[src/hw/rtl/lk2_pkg.sv]
// ----------------------------------------------------------------------------
// lk2_pkg
// Shared types, constants and the single mix step of the lookup2 hash.
// ----------------------------------------------------------------------------
package lk2_pkg;

	localparam int BLOCK_LEN = 12;
	localparam int FILL_W    = 4;
	localparam int MIX_STEPS = 9;

	localparam logic [31:0] GOLDEN = 32'h9e3779b9;

	typedef logic [31:0] word_t;

	// which of a, b, c a mix step rewrites
	typedef enum logic [1:0] {
		MIX_A,
		MIX_B,
		MIX_C
	} mix_target_t;

	localparam int unsigned MIX_SHIFT [MIX_STEPS] = '{13, 8, 13, 12, 16, 5, 3, 10, 15};
	localparam mix_target_t MIX_TARGET [MIX_STEPS] = '{
		MIX_A, MIX_B, MIX_C,
		MIX_A, MIX_B, MIX_C,
		MIX_A, MIX_B, MIX_C
	};

	typedef struct packed {
		logic  valid;
		logic  is_final;
		word_t a;
		word_t b;
		word_t c;
	} mix_entry_t;

	function automatic mix_entry_t mix_step(input int unsigned k, input mix_entry_t e);
		mix_entry_t r;
		r = e;
		unique case (MIX_TARGET[k])
			MIX_A:   r.a = (e.a - e.b - e.c) ^ (e.c >> MIX_SHIFT[k]);
			MIX_B:   r.b = (e.b - e.c - e.a) ^ (e.a << MIX_SHIFT[k]);
			MIX_C:   r.c = (e.c - e.a - e.b) ^ (e.b >> MIX_SHIFT[k]);
			default: r = e;
		endcase
		return r;
	endfunction

endpackage

[src/hw/rtl/lookup2_byte_hash.sv]
// ----------------------------------------------------------------------------
// lookup2_byte_hash
// Streaming 32-bit lookup2 hash over a byte stream, at most one byte per transaction.
// ----------------------------------------------------------------------------
// One byte is taken per cycle into an input register; bytes collect into a
// 12-byte block while a ten-stage mix pipeline (launch register plus one
// register per mix step) works on the previous block, so a long message
// streams at one byte per clock. The hash of a message is formed in the
// launch and mix registers and then held in the result register. A closing
// transaction that arrives while the last block of its message is still in
// the mix pipeline, or whose own byte completes a block, is held in the input
// register until that block has left the pipeline. The pipeline and the
// input stage stop while a finished hash waits at the output.
module lookup2_byte_hash (
	input  logic        clk,
	input  logic        arst_n,
	input  logic        in_valid,
	output logic        in_ready,
	input  logic [7:0]  data_byte,
	input  logic        byte_present,
	input  logic        last,
	output logic        out_valid,
	input  logic        out_ready,
	output logic [31:0] hash_value
);
	import lk2_pkg::*;

	logic              s1_valid_q;
	logic [7:0]        s1_byte_q;
	logic              s1_present_q;
	logic              s1_last_q;

	word_t             acc_a_q;
	word_t             acc_b_q;
	word_t             acc_c_q;
	logic [7:0]        buf_q [BLOCK_LEN];
	logic [FILL_W-1:0] fill_q;
	word_t             len_q;
	logic              busy_q;

	logic              out_valid_q;
	word_t             hash_q;

	logic              adv;
	logic              proc;
	logic              complete;
	logic              hold_close;
	logic              s1_done;
	logic              close_msg;
	logic [7:0]        eff [BLOCK_LEN];
	word_t             w0;
	word_t             w1;
	word_t             w2;
	word_t             len_next;
	mix_entry_t        launch;
	mix_entry_t        tail;
	logic              wb;

	assign adv        = !out_valid_q || out_ready;
	// a close has to wait for the block mix of its own message
	assign proc       = adv && s1_valid_q && !(s1_last_q && busy_q);
	assign complete   = s1_present_q && (fill_q == FILL_W'(BLOCK_LEN - 1));
	assign hold_close = complete && s1_last_q;
	assign s1_done    = proc && !hold_close;
	assign close_msg  = proc && s1_last_q && !complete;
	assign in_ready   = !s1_valid_q || s1_done;
	assign len_next   = len_q + 32'(s1_present_q);

	// block view with the incoming byte merged in; unfilled places read as zero
	always_comb begin
		for (int p = 0; p < BLOCK_LEN; p++) begin
			if (FILL_W'(p) < fill_q) begin
				eff[p] = buf_q[p];
			end else if (s1_present_q && (FILL_W'(p) == fill_q)) begin
				eff[p] = s1_byte_q;
			end else begin
				eff[p] = 8'h00;
			end
		end
	end

	assign w0 = {eff[3], eff[2], eff[1], eff[0]};
	assign w1 = {eff[7], eff[6], eff[5], eff[4]};
	assign w2 = {eff[11], eff[10], eff[9], eff[8]};

	always_comb begin
		launch.valid    = proc && (complete || s1_last_q);
		launch.is_final = !complete;
		launch.a        = acc_a_q + w0;
		launch.b        = acc_b_q + w1;
		if (complete) begin
			launch.c = acc_c_q + w2;
		end else begin
			launch.c = acc_c_q + len_next + {w2[23:0], 8'h00};
		end
	end

	lk2_mix_pipe u_mix (
		.clk    (clk),
		.arst_n (arst_n),
		.adv    (adv),
		.launch (launch),
		.tail   (tail)
	);

	assign wb = adv && tail.valid && !tail.is_final;

	// input stage
	always_ff @(posedge clk or negedge arst_n) begin
		if (!arst_n) begin
			s1_valid_q <= 1'b0;
		end else if (in_valid && in_ready) begin
			s1_valid_q <= 1'b1;
		end else if (s1_done) begin
			s1_valid_q <= 1'b0;
		end
	end

	always_ff @(posedge clk) begin
		if (in_valid && in_ready) begin
			s1_byte_q    <= data_byte;
			s1_present_q <= byte_present;
			s1_last_q    <= last;
		end else if (proc && hold_close) begin
			// byte went out with its block, the close stays behind
			s1_present_q <= 1'b0;
		end
	end

	// message state
	always_ff @(posedge clk or negedge arst_n) begin
		if (!arst_n) begin
			acc_a_q <= GOLDEN;
			acc_b_q <= GOLDEN;
			acc_c_q <= '0;
			fill_q  <= '0;
			len_q   <= '0;
			busy_q  <= 1'b0;
		end else begin
			if (close_msg) begin
				acc_a_q <= GOLDEN;
				acc_b_q <= GOLDEN;
				acc_c_q <= '0;
			end else if (wb) begin
				acc_a_q <= tail.a;
				acc_b_q <= tail.b;
				acc_c_q <= tail.c;
			end
			if (proc) begin
				if (complete || s1_last_q) begin
					fill_q <= '0;
				end else begin
					fill_q <= fill_q + FILL_W'(s1_present_q);
				end
				if (close_msg) begin
					len_q <= '0;
				end else begin
					len_q <= len_next;
				end
			end
			if (proc && complete) begin
				busy_q <= 1'b1;
			end else if (wb) begin
				busy_q <= 1'b0;
			end
		end
	end

	always_ff @(posedge clk) begin
		if (proc && s1_present_q) begin
			buf_q[fill_q] <= s1_byte_q;
		end
	end

	// result register
	always_ff @(posedge clk or negedge arst_n) begin
		if (!arst_n) begin
			out_valid_q <= 1'b0;
		end else if (adv) begin
			out_valid_q <= tail.valid && tail.is_final;
		end
	end

	always_ff @(posedge clk) begin
		if (adv) begin
			hash_q <= tail.c;
		end
	end

	assign out_valid  = out_valid_q;
	assign hash_value = hash_q;

endmodule

[src/hw/rtl/lk2_mix_pipe.sv]
// ----------------------------------------------------------------------------
// lk2_mix_pipe
// Pipelined lookup2 mix: one register after each of the nine mix steps.
// ----------------------------------------------------------------------------
module lk2_mix_pipe (
	input  logic               clk,
	input  logic               arst_n,
	input  logic               adv,
	input  lk2_pkg::mix_entry_t launch,
	output lk2_pkg::mix_entry_t tail
);
	import lk2_pkg::*;

	mix_entry_t stg_q    [MIX_STEPS+1];
	mix_entry_t stg_next [MIX_STEPS+1];
	logic [MIX_STEPS:0] vld_q;

	always_comb begin
		stg_next[0] = launch;
		for (int k = 0; k < MIX_STEPS; k++) begin
			stg_next[k+1] = mix_step(k, stg_q[k]);
		end
	end

	// valid bits move with the data but only through reset registers
	always_ff @(posedge clk or negedge arst_n) begin
		if (!arst_n) begin
			vld_q <= '0;
		end else if (adv) begin
			vld_q <= {vld_q[MIX_STEPS-1:0], launch.valid};
		end
	end

	always_ff @(posedge clk) begin
		if (adv) begin
			stg_q <= stg_next;
		end
	end

	always_comb begin
		tail       = stg_q[MIX_STEPS];
		tail.valid = vld_q[MIX_STEPS];
	end

endmodule

[config.mk]
export PLATFORM = sky130hd
export DESIGN_NAME = lookup2_byte_hash
export DESIGN_NICKNAME = d
export VERILOG_FILES = /design/src/hw/rtl/lk2_pkg.sv /design/src/hw/rtl/lookup2_byte_hash.sv /design/src/hw/rtl/lk2_mix_pipe.sv
export SDC_FILE = /design/constraint.sdc
export NUM_CORES = 2
export LEC_CHECK = 0
export ABC_AREA = 1
export BUFFER_PORTS_ARGS = -buffer_cell sky130_fd_sc_hd__buf_2
export CORE_ASPECT_RATIO = 1.5
export CORE_MARGIN = 1
export CORE_UTILIZATION = 45
export DETAILED_ROUTE_END_ITERATION = 10
export GPL_TIMING_DRIVEN = 1
export PLACE_DENSITY = 0.64
export SETUP_SLACK_MARGIN = 0.02
export SLEW_MARGIN = 0
export SYNTH_ARGS = -nofsm -noshare
export SYNTH_HDL_FRONTEND = slang
export SYNTH_SLANG_ARGS = --single-unit
[constraint.sdc]
create_clock -name clk -period 35.3 [get_ports clk]
set_input_delay 3.53 -clock clk [delete_from_list [all_inputs] [get_ports clk]]
set_output_delay 3.53 -clock clk [all_outputs]
set_load 0.01 [all_outputs]
# Word level (Yosys, flattened, before mapping)
# Memory sizes are Yosys's and may differ from the RTL's.
# Index checks and enable logic that the tools add are counted.
# Widths: inputs -> output; s select.
totals:
  register_bits: 1157
  ram_bits: 96
  out_inout_bits: 34
  memories: 1
classes:
  addsub: 25
  n_lt_le_gt_ge: 12
  n_eq_ne: 12
  muxes: 41
  n_bitwise: 9
  reduce_logical: 42
mem_list:
  columns: ["memory", "words", "width", "read_ports", "rd_ports_with_merged_regs", "wr", "line_no", "source"]
  rows:
  - ["buf_q", 12, 8, 12, 0, 1, "lookup2_byte_hash.sv:36", "logic [7:0] buf_q [BLOCK_LEN];"]
ops:
  columns: ["cell", "n"]
  rows:
  - ["$sub 32x32->32", 18]
  - ["$mux 32", 8]
  - ["$mux 8", 24]
  - ["$add 32x32->32", 5]
  - ["$xor 32x32->32", 3]
  - ["$xor 32x19->32", 2]
  - ["$add 32x1->32", 1]
  - ["$xor 32x17->32", 1]
  - ["$xor 32x20->32", 1]
  - ["$xor 32x27->32", 1]
  - ["$xor 32x29->32", 1]
  - ["$logic_and 1x1->1", 28]
  - ["$eq 3x4->1 const A", 4]
  - ["$eq 4x4->1 const A", 4]
  - ["$lt 3x4->1 const A", 4]
  - ["$lt 4x4->1 const A", 4]
  - ["$eq 2x4->1 const A", 2]
  - ["$lt 1x4->1 const A", 2]
  - ["$lt 2x4->1 const A", 2]
  - ["$mux 1", 8]
  - ["$reduce_bool 2->1", 4]
  - ["$logic_not 1->1", 6]
  - ["$add 4x1->4", 1]
  - ["$eq 1x4->1 const A", 1]
  - ["other kinds (4)", 6]

# Depth between registers and ports, before layout
logic_depth:
  word_depth: 8
  ltp_mapped: 27
  depth_no_buf: 27

# By module
# From an unflattened synthesis, not the netlist that was laid out.
unflattened:
  cells_unflattened: 9538
  area_unflattened_um2: 82127.5
modules_own_cells:
  columns: ["module", "instances", "cells_per_inst", "area_each_um2", "seq_area_each_um2"]
  rows:
  - ["lk2_mix_pipe", 1, 6642, 61328.8, 29378.2]
  - ["lookup2_byte_hash", 1, 2896, 20798.7, 7572.3]

# Worst setup path before layout
# OpenSTA, ideal clock, no wires.
synth_timing:
  path_type: "in2reg"
  start: "input out_ready"
  end: "register hash_q[0], in the netlist hash_value[0], enable pin"
  setup_time_ns: 1.767
  t_arrival_ns: 30.855
  required_ns: 33.533
  path_slack_ns: 2.678
  path_stages: 3
  path_buffers: 1
  cell_sequence: "nor2_1 -> inv_2 -> clkbuf_1"
synth_via:
  elab_chain_cells: 1
synth_rtl:
  columns: ["item", "line_no", "source"]
  rows:
  - ["start, declared", "lookup2_byte_hash.sv:23", "input logic out_ready,"]
  - ["$logic_or 1x1->1", "lookup2_byte_hash.sv:59", "assign adv = !out_valid_q || out_ready;"]
  - ["end signal, assigned", "lookup2_byte_hash.sv:186", "hash_q <= tail.c;"]
  - ["end, declared", "lookup2_byte_hash.sv:42", "word_t hash_q;"]
# Every way passes these cells.
# A chain may end at the register's enable or synchronous reset.

# Worst setup path in the final report
layout_timing:
  start: "input out_ready"
  end: "output in_ready"
layout_via:
  elab_chain_cells: 5
layout_rtl:
  columns: ["item", "line_no", "source"]
  rows:
  - ["$logic_or 1x1->1", "lookup2_byte_hash.sv:59", null]
  - ["$logic_and 1x1->1 (2 in series)", "lookup2_byte_hash.sv:61", "assign proc = adv && s1_valid_q && !(s1_last_q && busy_q);"]
  - ["$logic_and 1x1->1", "lookup2_byte_hash.sv:64", "assign s1_done = proc && !hold_close;"]
  - ["$logic_or 1x1->1", "lookup2_byte_hash.sv:66", "assign in_ready = !s1_valid_q || s1_done;"]
  - ["end, declared", "lookup2_byte_hash.sv:18", "output logic in_ready,"]
# Every way passes these cells.

==> results.md <==
Run status:
- The run finished with clean final reports.

Drt:
- The final route contains just under 60000 vias.
- For this block, the routed nets add up to about 270000 µm of wire.
- The remaining design rule violation count is 0.
- The detailed-router iteration count before antenna repair is 8.
- The detailed-route wire length per cell is 25.7 µm.
- The number of design-rule violations left by the first detailed-router iteration is 4400.
- In the routed layout, each cell is associated on average with a via count of 5.48.
- The detail route stage leaves a number of antenna-violating nets equal to 0.

Place:
- The HPWL after detailed placement is 222000 µm.
- Buffers placed on the I/O ports in this run total 47.
- At the end of routability-driven placement, the weighted congestion stood at between 1 and 1.5.
- Once placement completed, the tool counted placed cells totaling 10419.

Worst setup path:
- For the worst setup path, the data required time is ~32000 ps.
- Data arrives at the worst endpoint at 7030 ps.
- The cell at the slowest stage of the critical path is sky130_fd_sc_hd__inv_1.
- The type of element capturing the critical path is an output pin.
- In this run the worst path has a maximum fanout of around 110.
- The kind of critical path is input pin to output pin.
- The critical path startpoint category is an input pin.
- Walking the worst path, the cells encountered are buf_2 -> nor2_1 -> buf_4 -> inv_8 -> nand3_2 -> inv_1 -> o21ai_0 -> nand2_1 -> buf_2.
- The beginning of the worst register-to-register path is fill_q[3].
- The origin of the worst setup path is out_ready.
- Counting both buffers and inverters, the worst setup path holds a total of 5.
- The maximum cell stage delay along the critical path is 1080 ps.
- The cell with the most instances on the worst path is sky130_fd_sc_hd__buf_2.
- The dominant delay contributor by cell family on the critical path is buffers and inverters.

Synthesis:
- The number of distinct library cells after synthesis is 44.
- A synthesized cell averages 9.45 µm².
- The sequential element share of the synthesized area is 47.9%.
- Counting flops with an async set or reset pin after synthesis yields a share of 11.6%.
- Yosys mapped a number of flops with a built-in enable equal to 1108.
- The total of flip-flops plus latches after synthesis is 1253.
- After technology mapping, the gate count stands at 8156.
- The top flip-flop cell by instance count after synthesis is sky130_fd_sc_hd__edfxtp_1.
- The number of nets produced by synthesis is 8902.
- For this run, the number of Yosys warnings is 0.
- The cell area after technology mapping is 0.0771 mm².

CTS:
- In this run, post-CTS hold repair placed 0 buffers.
- The number of buffers inserted to repair setup after CTS is 0.
- Counting the buffers created by CTS gives 120.
- The clock-pin slew on the worst setup and hold paths is ~60 ps.
- The number of gates resized after CTS was 0.
- For this design, the sink count on the clock tree is 1253.
- The clock tree from TritonCTS is yes.
- The H-tree depth reported by CTS is 3.
- The tree is rooted in a sky130_fd_sc_hd__clkbuf_16.
- The maximum root-to-sink buffer count is 3.
- The clock reaches the later pin of the worst-skew pair after 810 ps.

Floorplanning:
- The initial utilization of the core area, before any placement, comes to 45.4%.
- In this run the standard cell core region covers roughly 0.17 mm².
- The floorplan has 185 rows.
- The die area is around 0.17 mm².
- 48 I/O pins were placed.
- The die is 509 µm tall.
- The width of the die is 340 µm.

Layout:
- After the flow finishes, the layout carries non-filler instances totaling 10658.
- Cells with a size suffix above 1 make up 4.11% of the layout.
- The number of nets in the layout is 9043.
- Relative to the synthesized area, the layout overhead comes to 9.65%.

STA:
- At the pin with the least slew margin, the transition time is 1130 ps.
- In the finished design, the share of the clock period the worst path needs comes to ~30%.
- Setup repair after global routing left no endpoint under its margin.
- For the final database, setup skew stands at 74.0 ps.
- The number of hold-slack violations in the final timing report is 0.
- The number of pins exceeding their max-slew limit in the final report was 0.
- Based on the critical path, the design can be clocked at up to roughly 0.095 GHz.
- The final critical-path required period is about 11000 ps.
- The max-slew headroom at the worst pin is 23.8%.
- Adding up every negative setup slack in the final design gives 0 ps.
- The final setup violation count is 0.

GRT:
- The via count of the first global-routing pass is 58466.
- The routing usage on met1 is about 34%.
- Global routing used 31.5% of the available tracks.
- In the global route stage, met2 resource usage came out at 55.8%.
- The total overflow left after global routing is 0.
- The global routing's busiest layer is met2.
- The initial antenna violation count came to 7.
- For met3 alone, demand over resource in global routing was 2.55%.
- Entering global routing, the biggest net connects 177 pins.
- The wire length of the first global-routing pass is 390000 µm.

Worst hold path:
- In this run the worst hold path is classified as register to register.
- The critical hold path startpoint is u_mix.stg_next[690].

Job:
- Max-cap violations in this run came to 0.
cells by family (layout without fill, tap and decap cells):
| logic type | count (synthesis) | count (layout) | synth area share [%] |
|---|---|---|---|
| other | 0 | 12 | 0 |
| and+or+nand+nor | 3028 | 3028 | 16.1 |
| adders and majority gates | 732 | 732 | 14.8 |
| AOI/OAI and AO/OA | 1211 | 1211 | 8.42 |
| xor gates and xnor gates | 499 | 499 | 5.67 |
| DFF | 1253 | 1253 | 47.9 |
| buffers and inverters | 1433 | 1679 | 7.02 |
stage by stage:
stage | util [%] | setup WS, ps | area (µm²) | hold WS (ps)
3_3_place_gp | 47.2 | 24750 | 80100 | 408
6_report | 49.8 | 24740 | 84500 | 413
2_1_floorplan | - | 2680 | 77100 | 400
4_1_cts | 49.8 | 24740 | 84500 | 407
3_5_place_dp | 47.2 | 24740 | 80100 | 406
5_1_grt | 49.8 | 24550 | 84500 | 433
synthesized netlist by cell type (4+ instances only):
library cell,instances,area (µm²)
sky130_fd_sc_hd__and2_1,6,37.5
sky130_fd_sc_hd__nand4_1,70,438
sky130_fd_sc_hd__dfstp_2,40,1050
sky130_fd_sc_hd__nor3_1,84,420
sky130_fd_sc_hd__inv_2,8,30.0
sky130_fd_sc_hd__ha_1,432,5410
sky130_fd_sc_hd__a31oi_1,7,43.8
sky130_fd_sc_hd__or2_2,11,68.8
sky130_fd_sc_hd__clkbuf_1,32,120
sky130_fd_sc_hd__o21ai_1,8,40.0
sky130_fd_sc_hd__xnor2_1,154,1350
sky130_fd_sc_hd__o21a_1,34,255
sky130_fd_sc_hd__nor4_1,30,188
sky130_fd_sc_hd__nor2_1,662,2480
sky130_fd_sc_hd__nand2_1,1742,6540
sky130_fd_sc_hd__a21boi_0,10,75.1
sky130_fd_sc_hd__nand3b_1,44,330
sky130_fd_sc_hd__inv_1,1366,5130
sky130_fd_sc_hd__buf_2,23,115
sky130_fd_sc_hd__o21bai_1,45,338
sky130_fd_sc_hd__a21o_1,49,368
sky130_fd_sc_hd__a21oi_1,560,2800
sky130_fd_sc_hd__nand3_1,370,1850
sky130_fd_sc_hd__o21ai_0,453,2270
sky130_fd_sc_hd__dfrtp_1,105,2630
sky130_fd_sc_hd__xor2_1,345,3020
sky130_fd_sc_hd__fa_1,300,6010
sky130_fd_sc_hd__o22ai_1,33,206
sky130_fd_sc_hd__edfxtp_1,1108,33300
sky130_fd_sc_hd__a211oi_1,4,30.0
final timing paths:
check,to,slack (ps),cells past startpoint
hold / removal,u_mix.stg_q[690],410,0
max in group asynchronous,u_mix.vld_q[5],31030,2
setup / recovery,in_ready,24740,9
hold reg to reg,u_mix.stg_q[690],410,0
min in group asynchronous,fill_q[3],2720,1
setup reg to reg,u_mix.stg_next[812],30320,17
worst reg2reg max path: stages (launching register included):
cell                      delay [ps]
sky130_fd_sc_hd__dfrtp_1         890
sky130_fd_sc_hd__inv_2           160
sky130_fd_sc_hd__nor2_4          170
sky130_fd_sc_hd__inv_2            70
sky130_fd_sc_hd__nor3_4          100
sky130_fd_sc_hd__buf_4           450
sky130_fd_sc_hd__inv_2           100
sky130_fd_sc_hd__buf_4           290
sky130_fd_sc_hd__o21ai_0         940
sky130_fd_sc_hd__ha_1            440
sky130_fd_sc_hd__inv_1           110
sky130_fd_sc_hd__o21ai_0         160
sky130_fd_sc_hd__a21oi_1         200
sky130_fd_sc_hd__nand2_1          80
sky130_fd_sc_hd__a21oi_1         220
sky130_fd_sc_hd__nand3_1         130
sky130_fd_sc_hd__nand3_1         100
sky130_fd_sc_hd__nand2_1          90
area by class of cell:
cell class / count / area, µm²
clock inverter: 85 / 1200
multi-input combinational: 5470 / 34700
fill: 15736 / 85100
inverter: 1374 / 5160
tap: 2244 / 2810
antenna: 12 / 30.0
timing repair buffer: 78 / 487
sequential: 1253 / 37000
clock buffer: 142 / 3160
flip-flops by register name, indices dropped and copies added, names as in the netlist, 10 cells and up:
register / count
u_mix.stg_next: 585
u_mix.stg_q: 288
u_mix.tail: 97
buf_q: 96
acc_a_q: 32
acc_b_q: 32
acc_c_q: 32
hash_value: 32
len_q: 32
u_mix.vld_q: 10
layer usage:
layer  wire length, µm  vias up
li1                  -    27189
met1             97200    28370
met2            137000     2064
met3             11900      744
met4             28200        2
met5                13        -
placed cells by master (no fill, tap or decap), types with 84 or more instances in the layout:
cell,Yosys,layout
sky130_fd_sc_hd__xnor2_1,154,154
sky130_fd_sc_hd__nor2_1,662,662
sky130_fd_sc_hd__clkbuf_16,0,122
sky130_fd_sc_hd__nand2_1,1742,1742
sky130_fd_sc_hd__edfxtp_1,1108,1108
sky130_fd_sc_hd__inv_1,1366,1365
sky130_fd_sc_hd__nor3_1,84,84
sky130_fd_sc_hd__fa_1,300,300
sky130_fd_sc_hd__dfrtp_1,105,105
sky130_fd_sc_hd__xor2_1,345,345
sky130_fd_sc_hd__a21oi_1,560,560
sky130_fd_sc_hd__o21ai_0,453,453
sky130_fd_sc_hd__ha_1,432,432
sky130_fd_sc_hd__nand3_1,370,370
Power is not shown: default switching activity piles up to over one toggle a cycle in this logic, so the estimate is an artifact.
